[config.mk]
export PLATFORM = sky130hd
export DESIGN_NAME = hysteresis_valve_controller_unit
export DESIGN_NICKNAME = d
export VERILOG_FILES = /design/src/rtl/core/hvc_pkg.sv /design/src/rtl/core/hvc_req_stage.sv /design/src/rtl/core/hvc_core.sv /design/src/rtl/core/hysteresis_valve_controller_unit.sv
export SDC_FILE = /design/constraint.sdc
export NUM_CORES = 1
export LEC_CHECK = 0
export BUFFER_PORTS_ARGS = -buffer_cell sky130_fd_sc_hd__buf_4
export CAP_MARGIN = 10
export CORE_MARGIN = 2
export CORE_UTILIZATION = 51
export DETAILED_ROUTE_END_ITERATION = 12
export PLACE_DENSITY = 0.7
export SYNTH_ARGS = -nofsm -noshare
export SYNTH_HDL_FRONTEND = slang
export SYNTH_SLANG_ARGS = --single-unit
[constraint.sdc]
create_clock -name clock -period 8.4 [get_ports clock]
set_input_delay 0 -clock clock [delete_from_list [all_inputs] [get_ports clock]]
set_output_delay 0 -clock clock [all_outputs]
set_load 0.01 [all_outputs]
[src/rtl/core/hvc_pkg.sv]
package hvc_pkg;

   // Field widths fixed by the transaction format.
   localparam int CHAN_W   = 3;
   localparam int MODE_W   = 2;
   localparam int SAMPLE_W = 16;

   // Control mode codes carried in each request transaction.
   typedef enum logic [MODE_W-1:0] {
      MODE_OFF   = 2'd0,
      MODE_HYST  = 2'd1,
      MODE_FORCE = 2'd2,
      MODE_DERIV = 2'd3
   } mode_type;

   // One request transaction as held in the input register.
   typedef struct packed {
      logic [CHAN_W-1:0]   channel;
      logic [MODE_W-1:0]   mode;
      logic [SAMPLE_W-1:0] sample;
      logic [SAMPLE_W-1:0] low_threshold;
      logic [SAMPLE_W-1:0] high_threshold;
   } req_item_type;

   // One response transaction.
   typedef struct packed {
      logic [CHAN_W-1:0] out_channel;
      logic              valve_on;
      logic              any_valve_on;
   } rsp_item_type;

endpackage

[src/rtl/core/hvc_req_stage.sv]
module hvc_req_stage (
   input  logic                clock,
   input  logic                reset,
   input  logic                req_valid,
   output logic                req_stall,
   input  hvc_pkg::req_item_type req_item,
   input  logic                advance,
   output logic                item_valid,
   output hvc_pkg::req_item_type item
);

   logic                  in_valid_ff;
   logic                  in_valid_in;
   hvc_pkg::req_item_type item_ff;

   // The held transaction blocks new ones until the core takes it.
   assign req_stall = in_valid_ff & ~advance;

   always_comb begin
      if (req_stall) begin
         in_valid_in = 1'b1;
      end else begin
         in_valid_in = req_valid;
      end
   end

   always_ff @(posedge clock) begin
      if (reset) begin
         in_valid_ff <= 1'b0;
      end else begin
         in_valid_ff <= in_valid_in;
      end
   end

   // Payload needs no reset; it is qualified by the valid flag.
   always_ff @(posedge clock) begin
      if (req_valid && !req_stall) begin
         item_ff <= req_item;
      end
   end

   assign item_valid = in_valid_ff;
   assign item       = item_ff;

   // An accepted transaction always lands in the input register.
   a_accept_loads: assert property (@(posedge clock) disable iff (reset)
      (req_valid && !req_stall) |=> in_valid_ff)
      else $error("accepted request did not load the input register");

endmodule

[src/rtl/core/hvc_core.sv]
module hvc_core #(
   parameter int CHANNELS    = 6,
   parameter int HISTORY_LEN = 4
) (
   input  logic                           clock,
   input  logic                           reset,
   input  logic                           step,
   input  hvc_pkg::req_item_type          item,
   input  logic [hvc_pkg::SAMPLE_W-1:0]   deriv_thr,
   output hvc_pkg::rsp_item_type          result
);

   localparam int PW = $clog2(HISTORY_LEN);
   localparam int SW = hvc_pkg::SAMPLE_W;

   logic [CHANNELS-1:0] valve_ff;
   logic [CHANNELS-1:0] valve_in;
   logic [PW-1:0]       pos_ff  [CHANNELS];
   logic [PW-1:0]       pos_in  [CHANNELS];
   logic [SW-1:0]       hist_ff [CHANNELS][HISTORY_LEN];
   logic [SW-1:0]       hist_in [CHANNELS][HISTORY_LEN];

   logic          in_range;
   logic          cur_on;
   logic [PW-1:0] cur_pos;
   logic [PW-1:0] push_pos;
   logic [PW-1:0] old_pos;
   logic [SW-1:0] oldest;
   logic [SW-1:0] diff;
   logic [SW:0]   mag;
   logic          flat;
   logic          above_high;
   logic          kept_on;
   logic          is_force;
   logic          do_push;
   logic          do_fill;
   logic          on_next;

   // Look up the addressed channel's valve bit and ring position.
   always_comb begin
      in_range = 32'(item.channel) < CHANNELS;
      cur_on   = 1'b0;
      cur_pos  = '0;
      for (int c = 0; c < CHANNELS; c++) begin
         if (32'(item.channel) == c) begin
            cur_on  = valve_ff[c];
            cur_pos = pos_ff[c];
         end
      end
   end

   // Slot that receives the new sample, and the oldest slot after the push.
   always_comb begin
      if (cur_pos == PW'(HISTORY_LEN - 1)) begin
         push_pos = '0;
      end else begin
         push_pos = cur_pos + 1'b1;
      end
      if (push_pos == PW'(HISTORY_LEN - 1)) begin
         old_pos = '0;
      end else begin
         old_pos = push_pos + 1'b1;
      end
   end

   always_comb begin
      oldest = '0;
      for (int c = 0; c < CHANNELS; c++) begin
         for (int p = 0; p < HISTORY_LEN; p++) begin
            if (32'(item.channel) == c && 32'(old_pos) == p) begin
               oldest = hist_ff[c][p];
            end
         end
      end
   end

   // Magnitude of the wrapped signed change over the window.
   always_comb begin
      diff = item.sample - oldest;
      if (diff[SW-1]) begin
         mag = {1'b1, {SW{1'b0}}} - {1'b0, diff};
      end else begin
         mag = {1'b0, diff};
      end
      flat       = mag <= {1'b0, deriv_thr};
      above_high = item.sample > item.high_threshold;
   end

   // Valve decision for the addressed channel.
   always_comb begin
      is_force = 1'b0;
      kept_on  = 1'b0;
      do_push  = 1'b0;
      do_fill  = 1'b0;
      on_next  = 1'b0;
      case (hvc_pkg::mode_type'(item.mode))
         hvc_pkg::MODE_FORCE: begin
            is_force = 1'b1;
            on_next  = 1'b1;
         end
         hvc_pkg::MODE_HYST, hvc_pkg::MODE_DERIV: begin
            do_push = cur_on && (item.mode == hvc_pkg::MODE_DERIV);
            kept_on = cur_on && !(above_high || (do_push && flat));
            do_fill = !kept_on && (item.sample < item.low_threshold);
            on_next = kept_on || do_fill;
         end
         default: begin
            on_next = 1'b0;
         end
      endcase
   end

   // Next state: only the addressed channel changes, and only on a step.
   always_comb begin
      valve_in = valve_ff;
      pos_in   = pos_ff;
      hist_in  = hist_ff;
      for (int c = 0; c < CHANNELS; c++) begin
         if (step && in_range && 32'(item.channel) == c) begin
            valve_in[c] = on_next;
            if (do_fill) begin
               for (int p = 0; p < HISTORY_LEN; p++) begin
                  hist_in[c][p] = item.high_threshold;
               end
               pos_in[c] = '0;
            end else if (do_push) begin
               hist_in[c][push_pos] = item.sample;
               pos_in[c]            = push_pos;
            end
         end
      end
   end

   always_ff @(posedge clock) begin
      if (reset) begin
         valve_ff <= '0;
         for (int c = 0; c < CHANNELS; c++) begin
            pos_ff[c] <= '0;
            for (int p = 0; p < HISTORY_LEN; p++) begin
               hist_ff[c][p] <= '0;
            end
         end
      end else begin
         valve_ff <= valve_in;
         pos_ff   <= pos_in;
         hist_ff  <= hist_in;
      end
   end

   // The response reflects the state as it stands after this step.
   always_comb begin
      result.out_channel  = item.channel;
      result.valve_on     = in_range & on_next;
      result.any_valve_on = |valve_in;
   end

   a_idle_holds: assert property (@(posedge clock) disable iff (reset)
      !step |=> $stable(valve_ff))
      else $error("valve state changed without a step");

   a_range_holds: assert property (@(posedge clock) disable iff (reset)
      (step && !in_range) |=> valve_ff == $past(valve_ff))
      else $error("out-of-range channel changed valve state");

   a_force_opens: assert property (@(posedge clock) disable iff (reset)
      (step && in_range && is_force) |=> |valve_ff)
      else $error("forced-on step left all valves closed");

endmodule

[src/rtl/core/hysteresis_valve_controller_unit.sv]
// A request transaction passes through the input register and then the result register.
// Throughput: one transaction per cycle while rsp_stall does not hold the result register.
// The per-channel state is read combinationally and written on the step, so back-to-back
// transactions on the same channel see each other's updates.
// Reset (synchronous, active high) closes all valves, zeroes history and ring
// positions, and clears the derivative threshold.
module hysteresis_valve_controller_unit #(
   parameter int CHANNELS    = 6,
   parameter int HISTORY_LEN = 4
) (
   input  logic                              clock,
   input  logic                              reset,
   // Request channel
   input  logic                              req_valid,
   output logic                              req_stall,
   input  logic [hvc_pkg::CHAN_W-1:0]        req_channel,
   input  logic [hvc_pkg::MODE_W-1:0]        req_mode,
   input  logic [hvc_pkg::SAMPLE_W-1:0]      req_sample,
   input  logic [hvc_pkg::SAMPLE_W-1:0]      req_low_threshold,
   input  logic [hvc_pkg::SAMPLE_W-1:0]      req_high_threshold,
   // Response channel
   output logic                              rsp_valid,
   input  logic                              rsp_stall,
   output logic [hvc_pkg::CHAN_W-1:0]        rsp_out_channel,
   output logic                              rsp_valve_on,
   output logic                              rsp_any_valve_on,
   // Derivative threshold register write
   input  logic                              csr_valid,
   output logic                              csr_ready,
   input  logic [hvc_pkg::SAMPLE_W-1:0]      csr_wdata
);

   hvc_pkg::req_item_type req_item;
   hvc_pkg::req_item_type item;
   hvc_pkg::rsp_item_type result;
   hvc_pkg::rsp_item_type rsp_item_ff;
   logic                  item_valid;
   logic                  advance;
   logic                  step;
   logic                  rsp_valid_ff;
   logic                  rsp_valid_in;
   logic [hvc_pkg::SAMPLE_W-1:0] thr_ff;

   assign req_item.channel        = req_channel;
   assign req_item.mode           = req_mode;
   assign req_item.sample         = req_sample;
   assign req_item.low_threshold  = req_low_threshold;
   assign req_item.high_threshold = req_high_threshold;

   // The result register moves whenever it is empty or being drained.
   assign advance = !rsp_valid_ff || !rsp_stall;
   assign step    = item_valid && advance;

   hvc_req_stage u_req_stage (
      .clock      (clock),
      .reset      (reset),
      .req_valid  (req_valid),
      .req_stall  (req_stall),
      .req_item   (req_item),
      .advance    (advance),
      .item_valid (item_valid),
      .item       (item)
   );

   hvc_core #(
      .CHANNELS    (CHANNELS),
      .HISTORY_LEN (HISTORY_LEN)
   ) u_core (
      .clock     (clock),
      .reset     (reset),
      .step      (step),
      .item      (item),
      .deriv_thr (thr_ff),
      .result    (result)
   );

   // Configuration register; writes are always taken.
   assign csr_ready = 1'b1;

   always_ff @(posedge clock) begin
      if (reset) begin
         thr_ff <= '0;
      end else if (csr_valid && csr_ready) begin
         thr_ff <= csr_wdata;
      end
   end

   // Result register.
   always_comb begin
      if (advance) begin
         rsp_valid_in = item_valid;
      end else begin
         rsp_valid_in = rsp_valid_ff;
      end
   end

   always_ff @(posedge clock) begin
      if (reset) begin
         rsp_valid_ff <= 1'b0;
      end else begin
         rsp_valid_ff <= rsp_valid_in;
      end
   end

   always_ff @(posedge clock) begin
      if (step) begin
         rsp_item_ff <= result;
      end
   end

   assign rsp_valid        = rsp_valid_ff;
   assign rsp_out_channel  = rsp_item_ff.out_channel;
   assign rsp_valve_on     = rsp_item_ff.valve_on;
   assign rsp_any_valve_on = rsp_item_ff.any_valve_on;

   a_on_implies_any: assert property (@(posedge clock) disable iff (reset)
      (rsp_valid_ff && rsp_item_ff.valve_on) |-> rsp_item_ff.any_valve_on)
      else $error("channel valve open but summary shows all closed");

   a_step_fills_result: assert property (@(posedge clock) disable iff (reset)
      step |=> rsp_valid_ff)
      else $error("processed transaction did not reach the result register");

endmodule
; ---- Word level (Yosys, flattened, before mapping)
; Cells that the tools add are included.
[totals]
inputBits = 74
regBits = 478
out_inout_bits = 8
mem_bits_rw = 0
memories = 0
rom_bits = 0
latch_bits = 0
[op_classes]
n_mul = 0
muxes = 71
eq_ne = 13
reduce_logical = 57
n_lt_le_gt_ge = 6
n_bitwise = 4
n_div = 0
shift = 0
add_sub_neg = 4
[ops]
columns = op, count
row1 = 64-bit 2-to-1 mux, 12
row2 = 16-bit 2-to-1 mux, 25
row3 = 64-bit bitwise mux, 6
row4 = 1-bit logical AND, 38
row5 = 16-bit demux with 2-bit select, 1
row6 = 2-bit 2-to-1 mux, 10
row7 = 17-bit by 16-bit <= comparator with 1-bit output, 1
row8 = 17-bit 2-to-1 mux, 1
row9 = 17-bit by 16-bit subtractor with 17-bit output (first input constant), 1
row10 = 16-bit greater-than comparator, 1
row11 = 16-bit less-than comparator, 1
row12 = 16-bit subtractor, 1
row13 = 1-bit 2-to-1 mux, 15
row14 = 2-bit equality test (second input constant), 6
row15 = 2-bit AND reduction, 6
row16 = 3-bit by 2-bit equality test with 1-bit output (second input constant), 2
row17 = 3-bit equality test (second input constant), 2
row18 = 6-bit OR reduction, 1
row19 = 1-bit zero test, 5
row20 = 2-bit by 1-bit adder with 2-bit output (second input constant), 2
row21 = 2-bit by 1-bit equality test with 1-bit output (second input constant), 2
row22 = 3-bit by 1-bit equality test with 1-bit output (second input constant), 1
row23 = 3-bit greater-or-equal comparator (second input constant), 1
row24 = 3-bit zero test, 1
row25 = 10 further kinds, 13

; ---- Logic depth before layout (Yosys ltp)
[logic_depth]
depth_word = 51
ltp_mapped = 46
ltp_nobuf = 34

; ---- Cells and area by module
; Synthesis repeated with hierarchy kept, for this count alone.
[unflattened]
cells_unflattened = 2706
hier_area_um2 = 24363.4
[modules_own_cells]
columns = module, area_per_inst_um2, n_inst, seq_area_each_um2, cells_each
row1 = hvc_core, 21939.8, 1, 8047.7, 2585
row2 = hvc_req_stage, 1641.6, 1, 1611.5, 57
row3 = hysteresis_valve_controller_unit, 782.0, 1, 490.5, 64

; ---- Worst setup path before layout
; OpenSTA, ideal clock, no wires.
[synth_timing]
kind = register to register
from = register u_req_stage.item_ff (netlist bit u_req_stage.item[50])
to = register u_core.hist_ff[357] (netlist bit)
path_stages_with_launch = 42
arrival_ps = 8921
setup_slack_ps = -648
synth_period_minus_slack_ps = 9048
cell_sequence = edfxtp_1 buf_2 buf_4 buf_2 buf_2 clkbuf_1 buf_1 o22ai_1 a22oi_1 o221ai_1 o21a_1 inv_1 ha_1 clkbuf_1 clkbuf_1 clkbuf_1 clkbuf_1 o21ai_0 (+6 left out) o21ai_1 xnor2_1 or4_4 or3_1 buf_2 or3_4 o32a_1 o211ai_1 ha_1 nand4_1 nor2_1 a2111oi_0 a211oi_1 o21ai_0 clkbuf_1 a21oi_1 clkbuf_1 o2bb2ai_1
[synth_between]
elab_chain_cells = 50
[synth_rtl]
columns = element, line
row1 = from (decl), hvc_req_stage.sv:14  ; hvc_pkg::req_item_type item_ff;
row2 = from (signal assigned), hvc_req_stage.sv:38  ; item_ff <= req_item;
row3 = 3-bit zero test, "hvc_core.sv:45, hvc_core.sv:70, hvc_core.sv:119"
row4 = 2-bit 2-to-1 mux (6 in series), hvc_core.sv:45  ; if (32'(item.channel) == c) begin
row5 = 2-bit by 1-bit adder with 2-bit output / 2-bit equality test (equally long branches), "hvc_core.sv:57, hvc_core.sv:54"
row6 = 2-bit 2-to-1 mux, hvc_core.sv:54  ; if (cur_pos == PW'(HISTORY_LEN - 1)) begin
row7 = 2-bit by 1-bit adder with 2-bit output / 2-bit equality test (equally long branches), "hvc_core.sv:62, hvc_core.sv:59"
row8 = 2-bit 2-to-1 mux, hvc_core.sv:59  ; if (push_pos == PW'(HISTORY_LEN - 1)) begin
row9 = 2-bit zero test, hvc_core.sv:70  ; if (32'(item.channel) == c && 32'(old_pos) == p) begin
row10 = 1-bit logical AND, hvc_core.sv:70
row11 = (+29 left out), --
row12 = 1-bit logical OR, hvc_core.sv:103  ; kept_on = cur_on && !(above_high || (do_push && flat));
row13 = 1-bit zero test, hvc_core.sv:103
row14 = 1-bit logical AND, hvc_core.sv:103
row15 = 1-bit zero test, hvc_core.sv:104  ; do_fill = !kept_on && (item.sample < item.low_threshold);
row16 = 1-bit logical AND, hvc_core.sv:104
row17 = 1-bit 2-to-1 mux, hvc_core.sv:96  ; case (hvc_pkg::mode_type'(item.mode))
row18 = 2-bit nonzero test (no source line), --
row19 = 2-bit AND reduction (no source line), --
row20 = to (signal assigned), hvc_core.sv:146  ; hist_ff <= hist_in;
row21 = to (decl), hvc_core.sv:20  ; logic [SW-1:0] hist_ff [CHANNELS][HISTORY_LEN];
; Several ways; a longest one is shown, not always the timed one. The select of a mux whose other input is x is not followed.
; A chain may end at the register's enable or synchronous reset.

; ---- Worst setup path after layout
[layout_timing]
from = register u_req_stage.item_ff (netlist bit u_req_stage.item[50])
to = register u_core.hist_ff[91] (netlist bit)
[layout_between]
elab_chain_cells = 50
[layout_rtl]
columns = element, line
row1 = 3-bit zero test, "hvc_core.sv:45, hvc_core.sv:70"
row2 = 2-bit 2-to-1 mux (6 in series), hvc_core.sv:45
row3 = 2-bit by 1-bit adder with 2-bit output / 2-bit equality test (equally long branches), "hvc_core.sv:57, hvc_core.sv:54"
row4 = 2-bit 2-to-1 mux, hvc_core.sv:54
row5 = 2-bit by 1-bit adder with 2-bit output / 2-bit equality test (equally long branches), "hvc_core.sv:62, hvc_core.sv:59"
row6 = 2-bit 2-to-1 mux, hvc_core.sv:59
row7 = 2-bit zero test, hvc_core.sv:70
row8 = 1-bit logical AND, hvc_core.sv:70
row9 = (+29 left out), --
row10 = 1-bit logical OR, hvc_core.sv:103
row11 = 1-bit zero test, hvc_core.sv:103
row12 = 1-bit logical AND, hvc_core.sv:103
row13 = 1-bit zero test, hvc_core.sv:104
row14 = 1-bit logical AND, hvc_core.sv:104
row15 = 1-bit 2-to-1 mux, hvc_core.sv:96
row16 = 2-bit nonzero test (no source line), --
row17 = 2-bit AND reduction (no source line), --
; Several ways; a longest one is shown, not always the timed one. The select of a mux whose other input is x is not followed.

==> results.cfg <==
[status]
status = finished with violations
violations = negative setup slack

[logic_synthesis]
synthArstFlopShare_pct = 0
synth_area_per_cell_um2 = 9.73
synthMuxAreaShare_pct = 1.61
ys_types = 90
synth.area.top_cells = dfxtp_1 37%, o2bb2ai_1 15%, edfxtp_1 7.7%
synth_top_cells_by_count = 420 x dfxtp_1, 385 x o2bb2ai_1, 147 x nand2_1
synth_compound_area_share_pct = 33.1
synth_area_um2 = 22600
yosys.cell_count.top_type = dfxtp_1
synth_fa_ha_area_share_pct = 3.80
synth-seq-cells = 478
synth_edf_count = 58
synth_flop_cell = dfxtp_1
syn_nets = 2463
yosys.area.top_type = dfxtp_1
ys_seq_area_share_pct = 44.9
synthSimpleGateAreaFrac_pct = 11.3
synth_top_family_by_area = compound AO/OA/AOI/OAI gates
synthCells = 2321
synth_top_area_share_pct = 37.2
synth_warnings = 0
synthXorXnorAreaFrac_pct = 0.576

[placement]
io_buffer_count = 80
routabilityCongestion = 1.03
place_ws_ns = -0.726
dp_hpwl_um = 65300
dp.cells = 3175
place_area_um2 = 27300

[floorplan]
io_pins = 82
die_area_um2 = 46000
fp.coreArea_um2 = 43900
rows = 77
die_y_um = 214
fp.dieW_um = 214
start_util_pct = 51.4

[setup_path]
max_stage_delay_ns = 0.45
cp-start-kind = flop
critPathMostFrequentCell = buf_4
worstSetupPathType = flop to flop
worstPathRequired_ns = 8.94
slowest_stage = a2111o_1
cp-end-kind = flop
cp_max_fo = 15
worst_ep_arrival_time_ns = 9.16

[timing]
hold_viol_final = 0
min_period_over_period_pct = 103
skew_ns = 0.0449
period_needed_ns = 8.62
worst_slack_ns = -0.217
fmax_mhz = 116
setup_violations = 374
rsz0062_at_grt = true
slew_violations = 0
setup_tns_ns = -35.56
relSlewSlack_pct = 31.1
worst_slew_pin_slew_ns = 1.03

[detailed_routing]
drt_first_iter_violations = 3628
drc_errors = 0
vias = 23821
drt_first_pass_iters = 6
drt_wl_total_um = 99600
routedWlPerCell_um = 29.1
viasPerCell = 6.95
drtAntennaViolNets = 0

[final_layout]
regArea_um2 = 10100
drive_gt1_share_pct = 31.4
layout.nets = 2934
multi_input_area_um2 = 13400
postLayoutCellArea_um2 = 32600
fillers = 2930
area_delta_synth_final_pct = 44.4
fin_cells = 3426
n_antenna_cell = 0

[global_routing]
grt_max_degree = 73
grt_pass1_wl_um = 141000
antenna_found_initial = 0
grt_pass1_vias = 22770
overflow = 0
grt_use_total_pct = 40.0

[clocking]
cts_root_buffer = clkbuf_16
cts.htree.levels = 2
cts_tree = built
cts_buffer_depth = 3
clk_pin_slew_ns = 0.06
cts_made_buffers = 50
cts.sinks = 478
worstSkewPairLatency_ns = 0.64

[pwr]
p_leak_nw = 12.3
powerDensity_nw_per_um2 = 190
p_total_mw = 6.18
peakVddDrop_mv = 0.193

[worst_hold_path]
hold_path_class = input pin to flop

[run]
maxCapViolCount = 0
## critical path, delay by kind of cell (launching register included)
family	cells	cell delay, ns
AO/OA/AOI/OAI	18	3.89
adder cells (fa/ha/maj)	3	0.85
buffers and inverters	14	2.36
flip-flops	1	0.44
multiplexers	1	0.07
AND/OR/NAND/NOR	5	0.93
## metal layers
layer | global-route usage [%] | wire (um) | up-vias
li1 | - | - | 10022
met1 | 53.7 | 38200 | 11485
met2 | 58.9 | 41900 | 1859
met3 | 8.85 | 12600 | 455
met4 | 24.2 | 6900 | 0
met5 | 0.625 | 0 | -
## power breakdown
part	internal, mW	switching [mW]
Combinational	0.638	0.781
Sequential	2.34	0.0307
Clock	1.38	1.01
Total	4.36	1.82
## cell type report
cell class              count  area share, %
multi-input cells        1583           41.2
flip-flops and latches    478           31.1
repair buffers            587           18.9
clock buffers              75           4.65
well taps                 592           2.27
inverters                  92           1.07
clock inverters            19          0.790
## kinds of logic after synthesis
kind of cell / count (synthesis)
AOI/OAI and AO/OA: 956
and+or+nand+nor: 509
DFF: 478
buffers and inverters: 260
adders and majority gates: 68
muxes: 35
xor gates and xnor gates: 14
other: 1
## path summary, 6_finish.rpt
| kind | startpoint | end | slack, ns | cells after the start |
|---|---|---|---|---|
| setup / recovery | u_req_stage.item[50] | u_core.hist_ff[91] | -0.22 | 41 |
| hold reg to reg | u_core.hist_ff[351] | u_core.hist_ff[351] | 0.46 | 1 |
| setup reg to reg | u_req_stage.item[50] | u_core.hist_ff[91] | -0.22 | 41 |
| hold / removal | reset | thr_ff[4] | 0.03 | 2 |
## sequential cells by signal (all words and copies together) (netlist names)
| name | flops |
|---|---|
| rsp_valid | 1 |
| u_core.pos_ff | 12 |
| thr_ff | 16 |
| u_req_stage.item_valid | 1 |
| rsp_any_valve_on | 1 |
| u_core.valve_ff | 6 |
| rsp_valve_on | 1 |
| rsp_out_channel | 3 |
| u_core.hist_ff | 384 |
| u_req_stage.item | 53 |
## layout by cell type, fill, tap and decap left out, types with 15 or more instances in the layout
master and instances:
nor3_1 37, o2bb2a_4 33, o21ai_0 76, a31oi_1 17, a21oi_1 89, o22ai_1 27, a21oi_2 23, clkbuf_16 61
ha_1 56, clkbuf_8 15, nand2_1 138, a221oi_1 23, edfxtp_1 58, nand3_1 41, mux2i_1 31, inv_1 89
o211ai_1 21, dfxtp_1 420, dlygate4sd3_1 97, buf_12 95, o2bb2ai_2 81, a22oi_1 17, o2bb2a_1 15, buf_6 35
nand2b_1 16, nor2_1 123, buf_4 345, o2bb2a_2 16, o221ai_1 17, o2bb2ai_1 294
## through the flow
step / hold WS (ns) / util, %
2_1_floorplan: 0.0989 / -
3_3_place_gp: 0.178 / 62.0
3_5_place_dp: 0.179 / 62.0
4_1_cts: 0.00113 / 69.3
5_1_grt: 0.0591 / 74.3
6_report: 0.0300 / 74.3
## timing repair
action	in CTS	in global routing
gates cloned	1	11
pin swaps	15	92
endpoints found under the setup margin	404	404
hold endpoints to repair	71	0
buffers inserted	11	49
gates resized for setup	74	339
hold buffers	97	0
Note: power is estimated with default switching activity, not from simulation.
